$ cat src/sv/dtq_pkg.sv
// Shared constants, codes and cell bus types of the delta timer queue.
`default_nettype none
package dtq_pkg;

  localparam int NUM_TIMERS = 16;
  localparam int TICK_BITS  = 32;

  localparam int KIND_W = 2;
  localparam int ID_W   = 4;
  localparam int MS_W   = 27;
  localparam int RATE_W = 16;
  localparam int STAT_W = 2;

  localparam int SLOT_W = $clog2(NUM_TIMERS);
  localparam int LEN_W  = $clog2(NUM_TIMERS + 1);

  localparam int MAX_UNITS  = 32'hFFFF_FFFF >> 15;
  localparam int MS_PER_S   = 1000;
  localparam int MAX_MS     = MAX_UNITS * MS_PER_S;
  localparam int RATE_RESET = 32 * 1024;

  // Millisecond conversion: product, then four quotient bits per cycle.
  localparam int PROD_W    = RATE_W + MS_W;
  localparam int DIV_STEPS = (PROD_W + 3) / 4;
  localparam int DIV_W     = 4 * DIV_STEPS;
  localparam int REM_W     = $clog2(MS_PER_S);
  localparam int WIDE_W    = (DIV_W > TICK_BITS) ? DIV_W : TICK_BITS;
  localparam logic [63:0] TICK_MASK = (64'd1 << TICK_BITS) - 64'd1;

  typedef enum logic [KIND_W-1:0] {
    KIND_TICK   = 2'd0,
    KIND_START  = 2'd1,
    KIND_CANCEL = 2'd2
  } kind_t;

  typedef enum logic [STAT_W-1:0] {
    ST_OK       = 2'd0,
    ST_ACTIVE   = 2'd1,
    ST_INACTIVE = 2'd2,
    ST_TOO_LONG = 2'd3
  } status_t;

  localparam logic EV_ACK    = 1'b0;
  localparam logic EV_EXPIRE = 1'b1;

  typedef logic [TICK_BITS-1:0] tick_t;

  // One queue entry: slot number and ticks after the entry before it.
  typedef struct packed {
    logic [ID_W-1:0] id;
    tick_t           ticks;
  } ent_t;

  // Insertion search token walking down the row.
  typedef struct packed {
    logic  v;
    tick_t rem;
  } tok_t;

  // Rightward shift bus used when an entry is inserted.
  typedef struct packed {
    logic shr;
    ent_t ent;
  } rbus_t;

  // Commands broadcast to the cells.
  typedef struct packed {
    logic            dec;
    logic            cancel;
    logic [ID_W-1:0] id;
  } ctl_t;

endpackage
`default_nettype wire

$ cat src/sv/dtq_cell.sv
// One cell of the delta list: holds one entry and trades it with its neighbors.
`default_nettype none
module dtq_cell (
  input  logic          clk,
  input  logic          rst_n,
  input  logic          occ,
  input  dtq_pkg::ctl_t  ctl,
  input  dtq_pkg::tok_t  tok_in,
  output dtq_pkg::tok_t  tok_out,
  input  dtq_pkg::rbus_t rb_in,
  output dtq_pkg::rbus_t rb_out,
  input  logic          shl_in,
  output logic          shl_out,
  input  dtq_pkg::ent_t  ent_right,
  output dtq_pkg::ent_t  ent_q,
  output logic          found
);
  import dtq_pkg::*;

  ent_t ent_r, ent_nxt;
  tok_t tok_r;
  logic pass;
  logic match;

  // The token moves on while the entry here expires no later than the new one.
  assign pass  = tok_r.v && occ && (ent_r.ticks <= tok_r.rem);
  assign found = tok_r.v && !pass;
  assign tok_out = '{v: pass, rem: tok_r.rem - ent_r.ticks};

  assign match   = ctl.cancel && occ && (ent_r.id == ctl.id);
  assign shl_out = shl_in | match;

  assign rb_out.shr       = rb_in.shr | found;
  assign rb_out.ent.id    = ent_r.id;
  assign rb_out.ent.ticks = found ? (ent_r.ticks - tok_r.rem) : ent_r.ticks;

  assign ent_q = ent_r;

  always_comb begin
    ent_nxt = ent_r;
    if (found) begin
      ent_nxt.id    = ctl.id;
      ent_nxt.ticks = tok_r.rem;
    end else if (rb_in.shr) begin
      ent_nxt = rb_in.ent;
    end else if (match) begin
      // The follower inherits the delay of the removed entry.
      ent_nxt.id    = ent_right.id;
      ent_nxt.ticks = ent_right.ticks + ent_r.ticks;
    end else if (shl_in) begin
      ent_nxt = ent_right;
    end else if (ctl.dec && (ent_r.ticks != '0)) begin
      ent_nxt.ticks = ent_r.ticks - TICK_BITS'(1);
    end
  end

  always_ff @(posedge clk) begin
    if (!rst_n) begin
      tok_r.v <= 1'b0;
    end else begin
      tok_r <= tok_in;
    end
  end

  always_ff @(posedge clk) begin
    ent_r <= ent_nxt;
  end

endmodule
`default_nettype wire

$ cat config.mk
export PLATFORM = sky130hd
export DESIGN_NAME = dtq_cell
export DESIGN_NICKNAME = d
export VERILOG_FILES = /design/src/sv/dtq_pkg.sv /design/src/sv/dtq_cell.sv
export SDC_FILE = /design/constraint.sdc
export NUM_CORES = 1
export LEC_CHECK = 0
export BUFFER_PORTS_ARGS = -buffer_cell sky130_fd_sc_hd__buf_2
export CAP_MARGIN = 30
export CORE_ASPECT_RATIO = 2
export CORE_UTILIZATION = 44
export CTS_CLUSTER_DIAMETER = 30
export DETAILED_ROUTE_END_ITERATION = 10
export MAX_ROUTING_LAYER = met4
export PLACE_DENSITY = 0.76
export SKIP_CTS_REPAIR_TIMING = 1
export SLEW_MARGIN = 20
export SYNTH_ARGS = -nofsm -noshare
export SYNTH_HDL_FRONTEND = slang
export SYNTH_SLANG_ARGS = --single-unit
$ cat constraint.sdc
create_clock -name clk -period 9.8 [get_ports clk]
set_input_delay 0 -clock clk [delete_from_list [all_inputs] [get_ports clk]]
set_output_delay 0 -clock clk [all_outputs]
set_load 0.03 [all_outputs]
==> summary.md <==
| Metric | Value |
|---|---|
| R2R depth | 12 |
| DRT Pass-1 Iters | 5 |
| Area of the multi-input gates | a little under 7000 sq um |
| Antenna-violating nets left | 0 |
| Hold path depth | 3 |
| Starting Density | about 45% |
| Initial antenna violation count | 1 |
| Routability cong. | slightly above 1 |
| Relative slew margins | 38.9% |
| Setup Viol. Count Final | 0 |
| Fin Hold WS | -0.00777 ns |
| Reg power frac | between 10% and 20% |
| Sw Ratio | between 50 and 60% |
| Cells after Synth | 1268 |
| DRT Wirelength | just over 40000 microns |
| Via Count | about 11000 |
| Die span in y | ~210 microns |
| Avg WL per Cell | 23.1 microns |
| Setup total negative slack | 0 ns |
| CTS tree | done |
| CP required | 9.80 ns |
| Worst-skew pair later-pin latency | around 0.38 ns |
| Unrepaired setup endpoints after global routing | false |
| Max Root-Sink Buffers | 2 |
| Max Clk Rate | between 200 and 250 MHz |
| Register area share after synthesis | a little over a fifth |
| H-tree Lvls | 3 |
| Distinct cell type count after synthesis | 73 |
| Failing checks | negative hold slack |
| Storage cell area | ~2100 sq um |
| Combinational share of power | approximately 66% |
| Power share of the clock group | about 14% |
| Core ar. | approximately 21000 sq um |
| Worst-path clk slew | approximately 0.06 ns |
| IO Port Bufs | 223 |
| CP endpoint kind | output port |
| Vias in the first global route | roughly 11000 |
| Worst Path Class, Setup | reg -> out |
| Tightest Hold Check Type | in -> reg |
| Net Count, Synth | between 1000 and 1500 |
| Worst vdd ir | roughly 0.13 mV |
| DP HPWL | 31100 microns |
| Final Hold Fails | 2 |
| Largest net degree at the start of global routing | 87 |
| Critical path's top delay family | simple AND/OR/NAND/NOR gates |
| Slowest stage delay, CP | 0.65 ns |
| R2r startpoint | ent_q[23]$_DFFE_PP_ |
| Status | finished, violations left |
| CP cell instances | inv_1, ha_1, nand4_1, nor4_1, o211ai_1, or4b_1, nand2_2, buf_4, or4_1, o211ai_1, buf_2 |
| Gr usage total | roughly 36% |
| Max_cap viols | 0 |
| CP Buf/Inv Count | 3 |
| Die X | roughly 110 microns |
| Clock Tree Root | clkbuf_16 |
| Hold Crit Start | ent_right[34] |
| First-pass GRT wire length | 58800 microns |
| Crit-path most repeated cell | o211ai_1 |
| Die area | 22500 sq um |
| Setup crit start kind | flop |
| Fin Clk Skew | around 0.0061 ns |
| Worst hold path endpoint | ent_q[34]$_DFFE_PP_ |
| Area Growth Syn to Fin | 19.9% |
| Fillers | approximately 2200 |
| Crit share post-route | around half |
| Site Rows | 76 |
| Grt ovf | 0 |
| Final layout net count | around 1700 |
| # DRC | 0 |
| IO Count | around 220 |
| R2R Setup Slk | 5.04 ns |
| Psw | about 0.0013 W |
| Worst Tran Pin Value | around 0.91 ns |
| Period minus WS final | 4.82 ns |
| Final Max Slew Viols | 0 |
| Crit path max fanout | 86 |
| Ys async rst share | 0% |
| Tot Pwr | about 0.0024 W |
| Share of layout cells above drive strength 1 | between 10% and 20% |
| Via/cell ratio | 6.17 |
| Synth Register Bits | between 60 and 70 |
| Pwr dens | about 210 nW/um^2 |
| Worst EP arrival | about 4.8 ns |
| CTS buffer count | 9 |
| Number of synthesized flops with an enable pin | just under 70 |
| Post-Synthesis Cell Area | 9600 sq um |
| Sink count of the clock tree | 69 |
| Internal power | between 0.001 and 0.0015 W |
| Crit-path slowest cell | ha_1 |
| YS warnings | 0 |
| Worst r2r dst | ent_q[26]$_DFFE_PP_ |
| Main synth FF type | edfxtp_1 |
| Starting DRT DRC Count | 855 |
| Syn_area_per_cell | approximately 7.6 sq um |
| Leakage | roughly 5.3 nW |
cells in the final DEF (no fill, tap or decap), types with 12 or more instances in the layout:
cell | Yosys | routed
nand2_1 | 125 | 124
a21o_1 | 49 | 49
o31ai_1 | 16 | 16
o21bai_1 | 19 | 19
ha_1 | 96 | 96
a211oi_1 | 27 | 27
xor2_1 | 33 | 33
o21a_1 | 13 | 13
o21ai_0 | 130 | 130
a21oi_1 | 134 | 134
buf_2 | 12 | 223
nand3_1 | 21 | 21
xnor2_1 | 73 | 73
nor2_1 | 87 | 87
inv_1 | 87 | 87
o22ai_1 | 13 | 13
nand4_1 | 20 | 20
nor3_1 | 27 | 27
mux2i_1 | 14 | 14
dlygate4sd3_1 | 0 | 39
edfxtp_1 | 68 | 68
nor2b_1 | 12 | 12
worst register-to-register path: stages (launching register included):
cell	delay (ns)
edfxtp_1	0.63
inv_1	0.17
ha_1	0.65
nand4_1	0.31
nor4_1	0.64
o211ai_1	0.30
or4b_1	0.24
nand2_2	0.06
inv_2	0.04
buf_4	0.53
nor2_4	0.20
nand3_1	0.12
buf_4	0.48
sequential cells by signal (all words and copies together), names as in the netlist:
register  count
tok_r        33
ent_q        36
final cells by class:
class                           instances  share of cell area [%]
Tap cell                              273                    2.97
Multi-Input combinational cell       1037                    59.8
Clock inverter                          6                   0.554
Inverter                               89                    2.90
Antenna cell                            1                  0.0217
Clock buffer                           10                    1.99
Timing Repair Buffer                  271                    13.8
Sequential cell                        69                    17.9
per-stage QoR:
stage	cells	utilization (%)	cell area, sq um	setup slack, ns	hold WS (ns)
finish	1756	53.6	11500	4.98	-0.00777
global route	1756	53.6	11500	4.89	0.0238
CTS	1715	51.6	11100	5.04	-0.222
detailed placement	1699	50.3	10800	5.16	0.178
global placement	1699	50.3	10800	5.17	0.177
floorplan	1268	-	9600	5.58	0.0989
worst max path at each step:
stage | from | endpoint | slack [ns] | cells past startpoint
after floorplan | ent_q[25]$_DFFE_PP_ | ent_q[0]$_DFFE_PP_ | 5.58 | 12
after global placement | ent_q[23]$_DFFE_PP_ | ent_q[16]$_DFFE_PP_ | 5.17 | 12
after detailed placement | ent_q[23]$_DFFE_PP_ | ent_q[16]$_DFFE_PP_ | 5.16 | 12
after CTS | ent_q[23]$_DFFE_PP_ | rb_out[30] | 5.04 | 11
after global routing | ent_q[25]$_DFFE_PP_ | rb_out[30] | 4.89 | 13
final | ent_q[23]$_DFFE_PP_ | rb_out[30] | 4.98 | 11
power by group through the flow:
| stage | logic, W | registers [W] | clock network [W] |
|---|---|---|---|
| detailed placement | 0.00154 | 0.000462 | 0 |
| floorplan | 0.00106 | 0.000484 | 0 |
| CTS | 0.00155 | 0.000456 | 0.000355 |
| global route | 0.00170 | 0.000462 | 0.000359 |
| finish | 0.00159 | 0.000459 | 0.000347 |
| global placement | 0.00154 | 0.000460 | 0 |
synth_stat cells (20+ instances only):
| master | count | area share, % |
|---|---|---|
| clkbuf_1 | 52 | 2.0 |
| xor2_1 | 33 | 3.0 |
| o21ai_0 | 130 | 6.8 |
| nor3_1 | 27 | 1.4 |
| nand3_1 | 21 | 1.1 |
| inv_1 | 87 | 3.4 |
| edfxtp_1 | 68 | 21 |
| nor2_1 | 87 | 3.4 |
| nand2_1 | 125 | 4.9 |
| xnor2_1 | 73 | 6.7 |
| a21oi_1 | 134 | 7.0 |
| a211oi_1 | 27 | 2.1 |
| a21o_1 | 49 | 3.8 |
| nand4_1 | 20 | 1.3 |
| ha_1 | 96 | 13 |
metal layers:
metal | global-route usage (%) | vias up | share of wire [%]
met3 | 6.05 | 229 | 5.8
met2 | 64.6 | 556 | 52
met4 | 32.5 | 0 | 10
li1 | - | 5009 | -
met1 | 32.3 | 5047 | 32
met5 | - | - | 0
cell families (layout without fill, tap and decap cells):
family,count (synthesis),after routing,synth area share (%)
AND/OR/NAND/NOR,357,357,17.9
other,0,1,0
buffers and inverters,162,376,6.88
AO/OA/AOI/OAI,461,461,29.5
adder cells (fa/ha/maj),99,99,13.1
flip-flops,69,69,21.5
multiplexers,14,14,1.46
XOR/XNOR,106,106,9.67
No activity file was read; power rests on OpenSTA's default activity.
