**src/sv/dtq_pkg.sv**
```systemverilog
// Shared constants, codes and cell bus types of the delta timer queue.
`default_nettype none
package dtq_pkg;

  localparam int NUM_TIMERS = 16;
  localparam int TICK_BITS  = 32;

  localparam int KIND_W = 2;
  localparam int ID_W   = 4;
  localparam int MS_W   = 27;
  localparam int RATE_W = 16;
  localparam int STAT_W = 2;

  localparam int SLOT_W = $clog2(NUM_TIMERS);
  localparam int LEN_W  = $clog2(NUM_TIMERS + 1);

  localparam int MAX_UNITS  = 32'hFFFF_FFFF >> 15;
  localparam int MS_PER_S   = 1000;
  localparam int MAX_MS     = MAX_UNITS * MS_PER_S;
  localparam int RATE_RESET = 32 * 1024;

  // Millisecond conversion: product, then four quotient bits per cycle.
  localparam int PROD_W    = RATE_W + MS_W;
  localparam int DIV_STEPS = (PROD_W + 3) / 4;
  localparam int DIV_W     = 4 * DIV_STEPS;
  localparam int REM_W     = $clog2(MS_PER_S);
  localparam int WIDE_W    = (DIV_W > TICK_BITS) ? DIV_W : TICK_BITS;
  localparam logic [63:0] TICK_MASK = (64'd1 << TICK_BITS) - 64'd1;

  typedef enum logic [KIND_W-1:0] {
    KIND_TICK   = 2'd0,
    KIND_START  = 2'd1,
    KIND_CANCEL = 2'd2
  } kind_t;

  typedef enum logic [STAT_W-1:0] {
    ST_OK       = 2'd0,
    ST_ACTIVE   = 2'd1,
    ST_INACTIVE = 2'd2,
    ST_TOO_LONG = 2'd3
  } status_t;

  localparam logic EV_ACK    = 1'b0;
  localparam logic EV_EXPIRE = 1'b1;

  typedef logic [TICK_BITS-1:0] tick_t;

  // One queue entry: slot number and ticks after the entry before it.
  typedef struct packed {
    logic [ID_W-1:0] id;
    tick_t           ticks;
  } ent_t;

  // Insertion search token walking down the row.
  typedef struct packed {
    logic  v;
    tick_t rem;
  } tok_t;

  // Rightward shift bus used when an entry is inserted.
  typedef struct packed {
    logic shr;
    ent_t ent;
  } rbus_t;

  // Commands broadcast to the cells.
  typedef struct packed {
    logic            dec;
    logic            cancel;
    logic [ID_W-1:0] id;
  } ctl_t;

endpackage
`default_nettype wire

```
**src/sv/dtq_conv.sv**
```systemverilog
// Millisecond to tick converter: one multiply, then division by 1000 in radix 16.
`default_nettype none
module dtq_conv (
  input  logic                       clk,
  input  logic                       rst_n,
  input  logic                       start,
  input  logic [dtq_pkg::RATE_W-1:0] rate,
  input  logic [dtq_pkg::MS_W-1:0]   ms,
  output logic                       done,
  output dtq_pkg::tick_t             ticks
);
  import dtq_pkg::*;

  localparam int CNT_W = $clog2(DIV_STEPS + 1);
  localparam logic [REM_W:0] Divisor = (REM_W + 1)'(MS_PER_S);

  logic                 busy_r;
  logic [CNT_W-1:0]     cnt_r;
  logic [DIV_W-1:0]     q_r, q_nxt;
  logic [REM_W-1:0]     rem_r, rem_nxt;
  logic [PROD_W-1:0]    prod;
  logic [WIDE_W-1:0]    qx;
  logic                 sat;
  tick_t                d;

  assign prod = PROD_W'(rate) * PROD_W'(ms);

  // Four restoring steps per cycle; the dividend shifts out as quotient shifts in.
  always_comb begin
    logic [REM_W:0] t;
    q_nxt   = q_r;
    rem_nxt = rem_r;
    for (int k = 0; k < 4; k++) begin
      t = {rem_nxt, q_nxt[DIV_W-1]};
      q_nxt = {q_nxt[DIV_W-2:0], (t >= Divisor)};
      rem_nxt = (t >= Divisor) ? REM_W'(t - Divisor) : REM_W'(t);
    end
  end

  assign qx    = WIDE_W'(q_r);
  assign sat   = qx > WIDE_W'(TICK_MASK);
  assign d     = sat ? '1 : qx[TICK_BITS-1:0];
  assign ticks = (d == '0) ? TICK_BITS'(1) : d;
  assign done  = busy_r && (cnt_r == '0);

  always_ff @(posedge clk) begin
    if (!rst_n) begin
      busy_r <= 1'b0;
      cnt_r  <= '0;
    end else if (start) begin
      busy_r <= 1'b1;
      cnt_r  <= CNT_W'(DIV_STEPS);
      q_r    <= DIV_W'(prod);
      rem_r  <= '0;
    end else if (busy_r) begin
      if (cnt_r != '0) begin
        cnt_r <= cnt_r - CNT_W'(1);
        q_r   <= q_nxt;
        rem_r <= rem_nxt;
      end else begin
        busy_r <= 1'b0;
      end
    end
  end

endmodule
`default_nettype wire

```
**config.mk**
```make
export PLATFORM = sky130hd
export DESIGN_NAME = dtq_conv
export DESIGN_NICKNAME = d
export VERILOG_FILES = /design/src/sv/dtq_pkg.sv /design/src/sv/dtq_conv.sv
export SDC_FILE = /design/constraint.sdc
export NUM_CORES = 1
export LEC_CHECK = 0
export CAP_MARGIN = 20
export CORE_MARGIN = 4
export CORE_UTILIZATION = 50
export CTS_CLUSTER_DIAMETER = 30
export DETAILED_ROUTE_END_ITERATION = 7
export DONT_BUFFER_PORTS = 1
export PLACE_DENSITY = 0.74
export SLEW_MARGIN = 40
export SYNTH_ARGS = -nofsm -noshare
export SYNTH_HDL_FRONTEND = slang
export SYNTH_SLANG_ARGS = --single-unit
```
**constraint.sdc**
```tcl
create_clock -name clk -period 7.9 [get_ports clk]
set_input_delay 0 -clock clk [delete_from_list [all_inputs] [get_ports clk]]
set_output_delay 0 -clock clk [all_outputs]
set_load 0.02 [all_outputs]
```
==> flow_results.xml <==
<?xml version="1.0" encoding="UTF-8"?>
<metrics>
  <group name="global_route">
    <metric name="global_route.usage.total" unit="%">24.2</metric>
    <metric name="maximum_number_of_pins_on_one_net_before_global_route_repair" unit="">55</metric>
    <metric name="total_congestion_overflow_after_global_routing" unit="">0</metric>
    <metric name="via_count_of_the_first_global_routing_pass" unit="">14500</metric>
    <metric name="first_pass_grt_wire_length" unit="µm">74400</metric>
    <metric name="initial_antenna_violation_count" unit="">0</metric>
  </group>
  <group name="die">
    <metric name="core" unit="µm²">34500</metric>
    <metric name="chipWidth" unit="µm">195</metric>
    <metric name="row_count" unit="">68</metric>
    <metric name="initial_utilization" unit="%">50.6</metric>
    <metric name="pin_count" unit="">79</metric>
    <metric name="die-area" unit="µm²">38000</metric>
    <metric name="floorplan.die.height" unit="µm">195</metric>
  </group>
  <group name="sta">
    <metric name="maxClockFrequency" unit="GHz">0.153</metric>
    <metric name="fin_worst_skew" unit="ps">7.70</metric>
    <metric name="slew_headroom" unit="%">47.5</metric>
    <metric name="worst-slew-pin-transition" unit="ps">785</metric>
    <metric name="setup-tns-final" unit="ps">0</metric>
    <metric name="final_max_slew_viol_count" unit="">0</metric>
    <metric name="rsz0062_at_grt" unit="">no</metric>
    <metric name="final_hold_viol_count" unit="">0</metric>
    <metric name="setup-violations-final" unit="">0</metric>
    <metric name="final.period_utilization" unit="%">82.7</metric>
    <metric name="fin_crit" unit="ps">6530</metric>
  </group>
  <group name="yosys">
    <metric name="synth_top_cell_area_share" unit="%">39.9</metric>
    <metric name="synthMostInstantiatedCell" unit="">sky130_fd_sc_hd__inv_1</metric>
    <metric name="synth_commonest_cells" unit="">sky130_fd_sc_hd__inv_1, sky130_fd_sc_hd__fa_1, sky130_fd_sc_hd__nand2_1</metric>
    <metric name="avgSynthCellArea" unit="µm²">8.97</metric>
    <metric name="syn-num-nets" unit="">2462</metric>
    <metric name="yosysTopAreaCell" unit="">sky130_fd_sc_hd__fa_1</metric>
    <metric name="edff_count_synth" unit="">54</metric>
    <metric name="synth_area_leaders" unit="">sky130_fd_sc_hd__fa_1, sky130_fd_sc_hd__edfxtp_1, sky130_fd_sc_hd__inv_1</metric>
    <metric name="synth-main-ff-cell" unit="">sky130_fd_sc_hd__edfxtp_1</metric>
    <metric name="yosys_warnings" unit="">0</metric>
    <metric name="yosysSeqAreaShare" unit="%">9.86</metric>
    <metric name="postSynthCellCount" unit="">1947</metric>
    <metric name="synth-seq-cells" unit="">59</metric>
    <metric name="netlist_area" unit="µm²">17500</metric>
    <metric name="postSynth.asyncResetShare" unit="%">0</metric>
    <metric name="yosysUniqueCellTypes" unit="">77</metric>
  </group>
  <group name="route">
    <metric name="wirelength" unit="µm">43900</metric>
    <metric name="detailedRoute.firstIterationViolations" unit="">848</metric>
    <metric name="maxUsedRoutingLayer" unit="">met4</metric>
    <metric name="drt_pass1_iterations" unit="">5</metric>
    <metric name="route.met3.wl" unit="µm">2750</metric>
    <metric name="drt-wirelength-per-cell" unit="µm">18.8</metric>
    <metric name="vias_per_cell" unit="">5.58</metric>
    <metric name="postRouteAntennaNets" unit="">0</metric>
    <metric name="num_vias" unit="">13100</metric>
    <metric name="drc" unit="">0</metric>
    <metric name="routedLengthMet1" unit="µm">17100</metric>
    <metric name="wire_length_on_met2" unit="µm">22500</metric>
  </group>
  <group name="worst_setup_path">
    <metric name="critPathCaptureType" unit="">register</metric>
    <metric name="cp_common_cell" unit="">sky130_fd_sc_hd__fa_1</metric>
    <metric name="worst_flop_to_flop_path_startpoint" unit="">rem_r[3]$_SDFFCE_PP0P_</metric>
    <metric name="crit_family" unit="">adder cells</metric>
    <metric name="path_buf_inv" unit="">4</metric>
    <metric name="arrival" unit="ps">6600</metric>
    <metric name="setup.worst_path.start" unit="">rate[6]</metric>
    <metric name="critPathMaxFanout" unit="">27</metric>
    <metric name="critPathMaxStageDelay" unit="ps">670</metric>
    <metric name="cpMaxStageDelayCell" unit="">sky130_fd_sc_hd__o41ai_1</metric>
    <metric name="timing_worst_setup_path_type" unit="">input port to register</metric>
    <metric name="timing.critical_path.from_type" unit="">input port</metric>
    <metric name="cell_breakdown_of_the_critical_path" unit="">and2_1 -&gt; fa_1 -&gt; inv_1 -&gt; fa_1 -&gt; fa_1 -&gt; inv_1 -&gt; fa_1 -&gt; fa_1 -&gt; inv_1 -&gt; fa_1 -&gt; inv_1 -&gt; ha_1 -&gt; a21o_1 -&gt; a21o_1 -&gt; a21oi_1 -&gt; nand2_1 -&gt; o211ai_1 -&gt; a31oi_1 -&gt; o41ai_1 -&gt; o2111ai_1 -&gt; a21oi_1 -&gt; xnor2_1 -&gt; mux2_2</metric>
    <metric name="worst_ep_required_time" unit="ps">7970</metric>
  </group>
  <group name="job">
    <metric name="max_cap_violations" unit="">0</metric>
  </group>
  <group name="final_layout">
    <metric name="layout-area-overhead-vs-synth" unit="%">3.60</metric>
    <metric name="post_route_cells_drive_above_1_share" unit="%">5.63</metric>
    <metric name="final.fill_count" unit="">3195</metric>
    <metric name="finalNetCount" unit="">2393</metric>
  </group>
  <group name="min_path">
    <metric name="worst_hold_startpoint" unit="">start</metric>
    <metric name="class_of_the_most_critical_hold_timing_path" unit="">input port to register</metric>
  </group>
  <group name="place">
    <metric name="io_buffer_count" unit="">0</metric>
    <metric name="dp_hpwl" unit="µm">34100</metric>
    <metric name="routabilityCongestion" unit="">0.893</metric>
  </group>
  <group name="clock_tree">
    <metric name="cts-buffers-inserted" unit="">9</metric>
    <metric name="worstSkewPairLatency" unit="ps">330</metric>
    <metric name="post_cts_resized" unit="">0</metric>
    <metric name="tritoncts_num_sinks" unit="">59</metric>
    <metric name="clk_path_buf_depth" unit="">2</metric>
    <metric name="postCtsSetupBuffers" unit="">0</metric>
    <metric name="ctsRootBufferMaster" unit="">sky130_fd_sc_hd__clkbuf_16</metric>
    <metric name="tritoncts" unit="">yes</metric>
    <metric name="clock_tree.htree_level_count" unit="">3</metric>
    <metric name="cts.reportedPaths.clkPinSlew" unit="ps">50</metric>
  </group>
  <group name="status">
    <metric name="status" unit="">finished, final reports clean</metric>
  </group>
</metrics>
==> repair_timing <==
action | 4_1_cts | 5_1_grt
hold buffers | 4 | 0
setup endpoints to repair | 0 | 0
endpoints found under the hold margin | 52 | 0
==> path summary, 6_finish.rpt <==
kind | endpoint | slack (ps) | cells after the start
max | q_r[39]$_DFFE_PP_ | 1370 | 23
min | q_r[40]$_DFFE_PP_ | 30 | 3
max reg2reg | rem_r[5]$_SDFFCE_PP0P_ | 2070 | 17
min reg2reg | cnt_r[1]$_SDFFE_PN0P_ | 550 | 2
==> worst reg2reg max path, cell delays in order (launching register included) <==
cell and delay (ps):
sky130_fd_sc_hd__edfxtp_1 500, sky130_fd_sc_hd__inv_1 100, sky130_fd_sc_hd__ha_1 280, sky130_fd_sc_hd__nand2b_1 140, sky130_fd_sc_hd__a21oi_2 90, sky130_fd_sc_hd__nor2_1 480
sky130_fd_sc_hd__mux2i_1 590, sky130_fd_sc_hd__a41oi_4 320, sky130_fd_sc_hd__xnor2_1 380, sky130_fd_sc_hd__ha_1 370, sky130_fd_sc_hd__o21ai_0 150, sky130_fd_sc_hd__a41o_1 300
sky130_fd_sc_hd__a41oi_4 410, sky130_fd_sc_hd__mux2_4 340, sky130_fd_sc_hd__or2_1 330, sky130_fd_sc_hd__a31o_1 290, sky130_fd_sc_hd__nor2b_1 140, sky130_fd_sc_hd__o32ai_1 390
==> state kept, by name (all words and copies together) (netlist names) <==
signal	cells
busy_r	1
cnt_r	4
q_r	44
rem_r	10
==> final cells by class <==
| class | count | area [µm²] | area share, % |
|---|---|---|---|
| antenna | 1 | 2.50 | 0.0138 |
| tap | 455 | 569 | 3.15 |
| multi-input combinational | 1377 | 13800 | 76.4 |
| timing repair buffer | 6 | 72.6 | 0.401 |
| inverter | 425 | 1600 | 8.81 |
| clock buffer | 13 | 292 | 1.61 |
| sequential | 59 | 1720 | 9.51 |
| clock inverter | 3 | 17.5 | 0.0968 |
==> kinds of logic after synthesis <==
| group | after synthesis | synth area share [%] |
|---|---|---|
| mux | 40 | 2.59 |
| xor+xnor | 52 | 2.61 |
| simple gates | 640 | 18.2 |
| fa+ha+maj | 469 | 48.5 |
| buf+inv | 511 | 11.1 |
| flops | 59 | 9.86 |
| compound gates | 176 | 7.08 |
==> per-layer routing <==
| layer | vias up | track usage (%) |
|---|---|---|
| li1 | 5795 | - |
| met1 | 6688 | 31.0 |
| met2 | 478 | 42.1 |
| met3 | 98 | 3.17 |
| met4 | 0 | 8.77 |
| met5 | - | 0 |
==> cells in the final DEF, fill, tap and decap left out, types with 4 or more instances in the layout <==
master,instances
sky130_fd_sc_hd__inv_1,423
sky130_fd_sc_hd__fa_1,348
sky130_fd_sc_hd__nand2_1,286
sky130_fd_sc_hd__and2_1,181
sky130_fd_sc_hd__ha_1,121
sky130_fd_sc_hd__edfxtp_1,54
sky130_fd_sc_hd__a21oi_1,50
sky130_fd_sc_hd__nor2_1,48
sky130_fd_sc_hd__xnor2_1,39
sky130_fd_sc_hd__mux2_2,33
sky130_fd_sc_hd__or2_2,33
sky130_fd_sc_hd__o21ai_0,27
sky130_fd_sc_hd__a21o_1,20
sky130_fd_sc_hd__nor4_1,16
sky130_fd_sc_hd__o21bai_1,14
sky130_fd_sc_hd__nand3_1,14
sky130_fd_sc_hd__xor2_1,13
sky130_fd_sc_hd__nor3_1,12
sky130_fd_sc_hd__clkbuf_16,10
sky130_fd_sc_hd__nor2b_1,9
sky130_fd_sc_hd__nand2b_1,8
sky130_fd_sc_hd__nand4_1,7
sky130_fd_sc_hd__o31ai_1,6
sky130_fd_sc_hd__a31oi_1,5
sky130_fd_sc_hd__a21boi_0,5
sky130_fd_sc_hd__dfxtp_1,5
sky130_fd_sc_hd__o21a_1,4
sky130_fd_sc_hd__a211oi_1,4
sky130_fd_sc_hd__or3_1,4
sky130_fd_sc_hd__mux2i_1,4
sky130_fd_sc_hd__nand3b_1,4
==> metrics by stage <==
step | utilization (%) | cell area (µm²) | worst slack [ps] | hold WS (ps) | cells
final | 52.4 | 18100 | 1370 | 28.3 | 2339
after global routing | 52.4 | 18100 | 1080 | 49.5 | 2338
after CTS | 52.4 | 18100 | 1410 | 15.1 | 2338
after detailed placement | 51.3 | 17700 | 1080 | 160 | 2318
after global placement | 51.3 | 17700 | 1200 | 155 | 2318
after floorplan | - | 17500 | 1290 | 153 | 1947
Power is left out: the tool's default activity adds up to more than one toggle a clock period on the data nets, which glitch-free logic cannot reach.
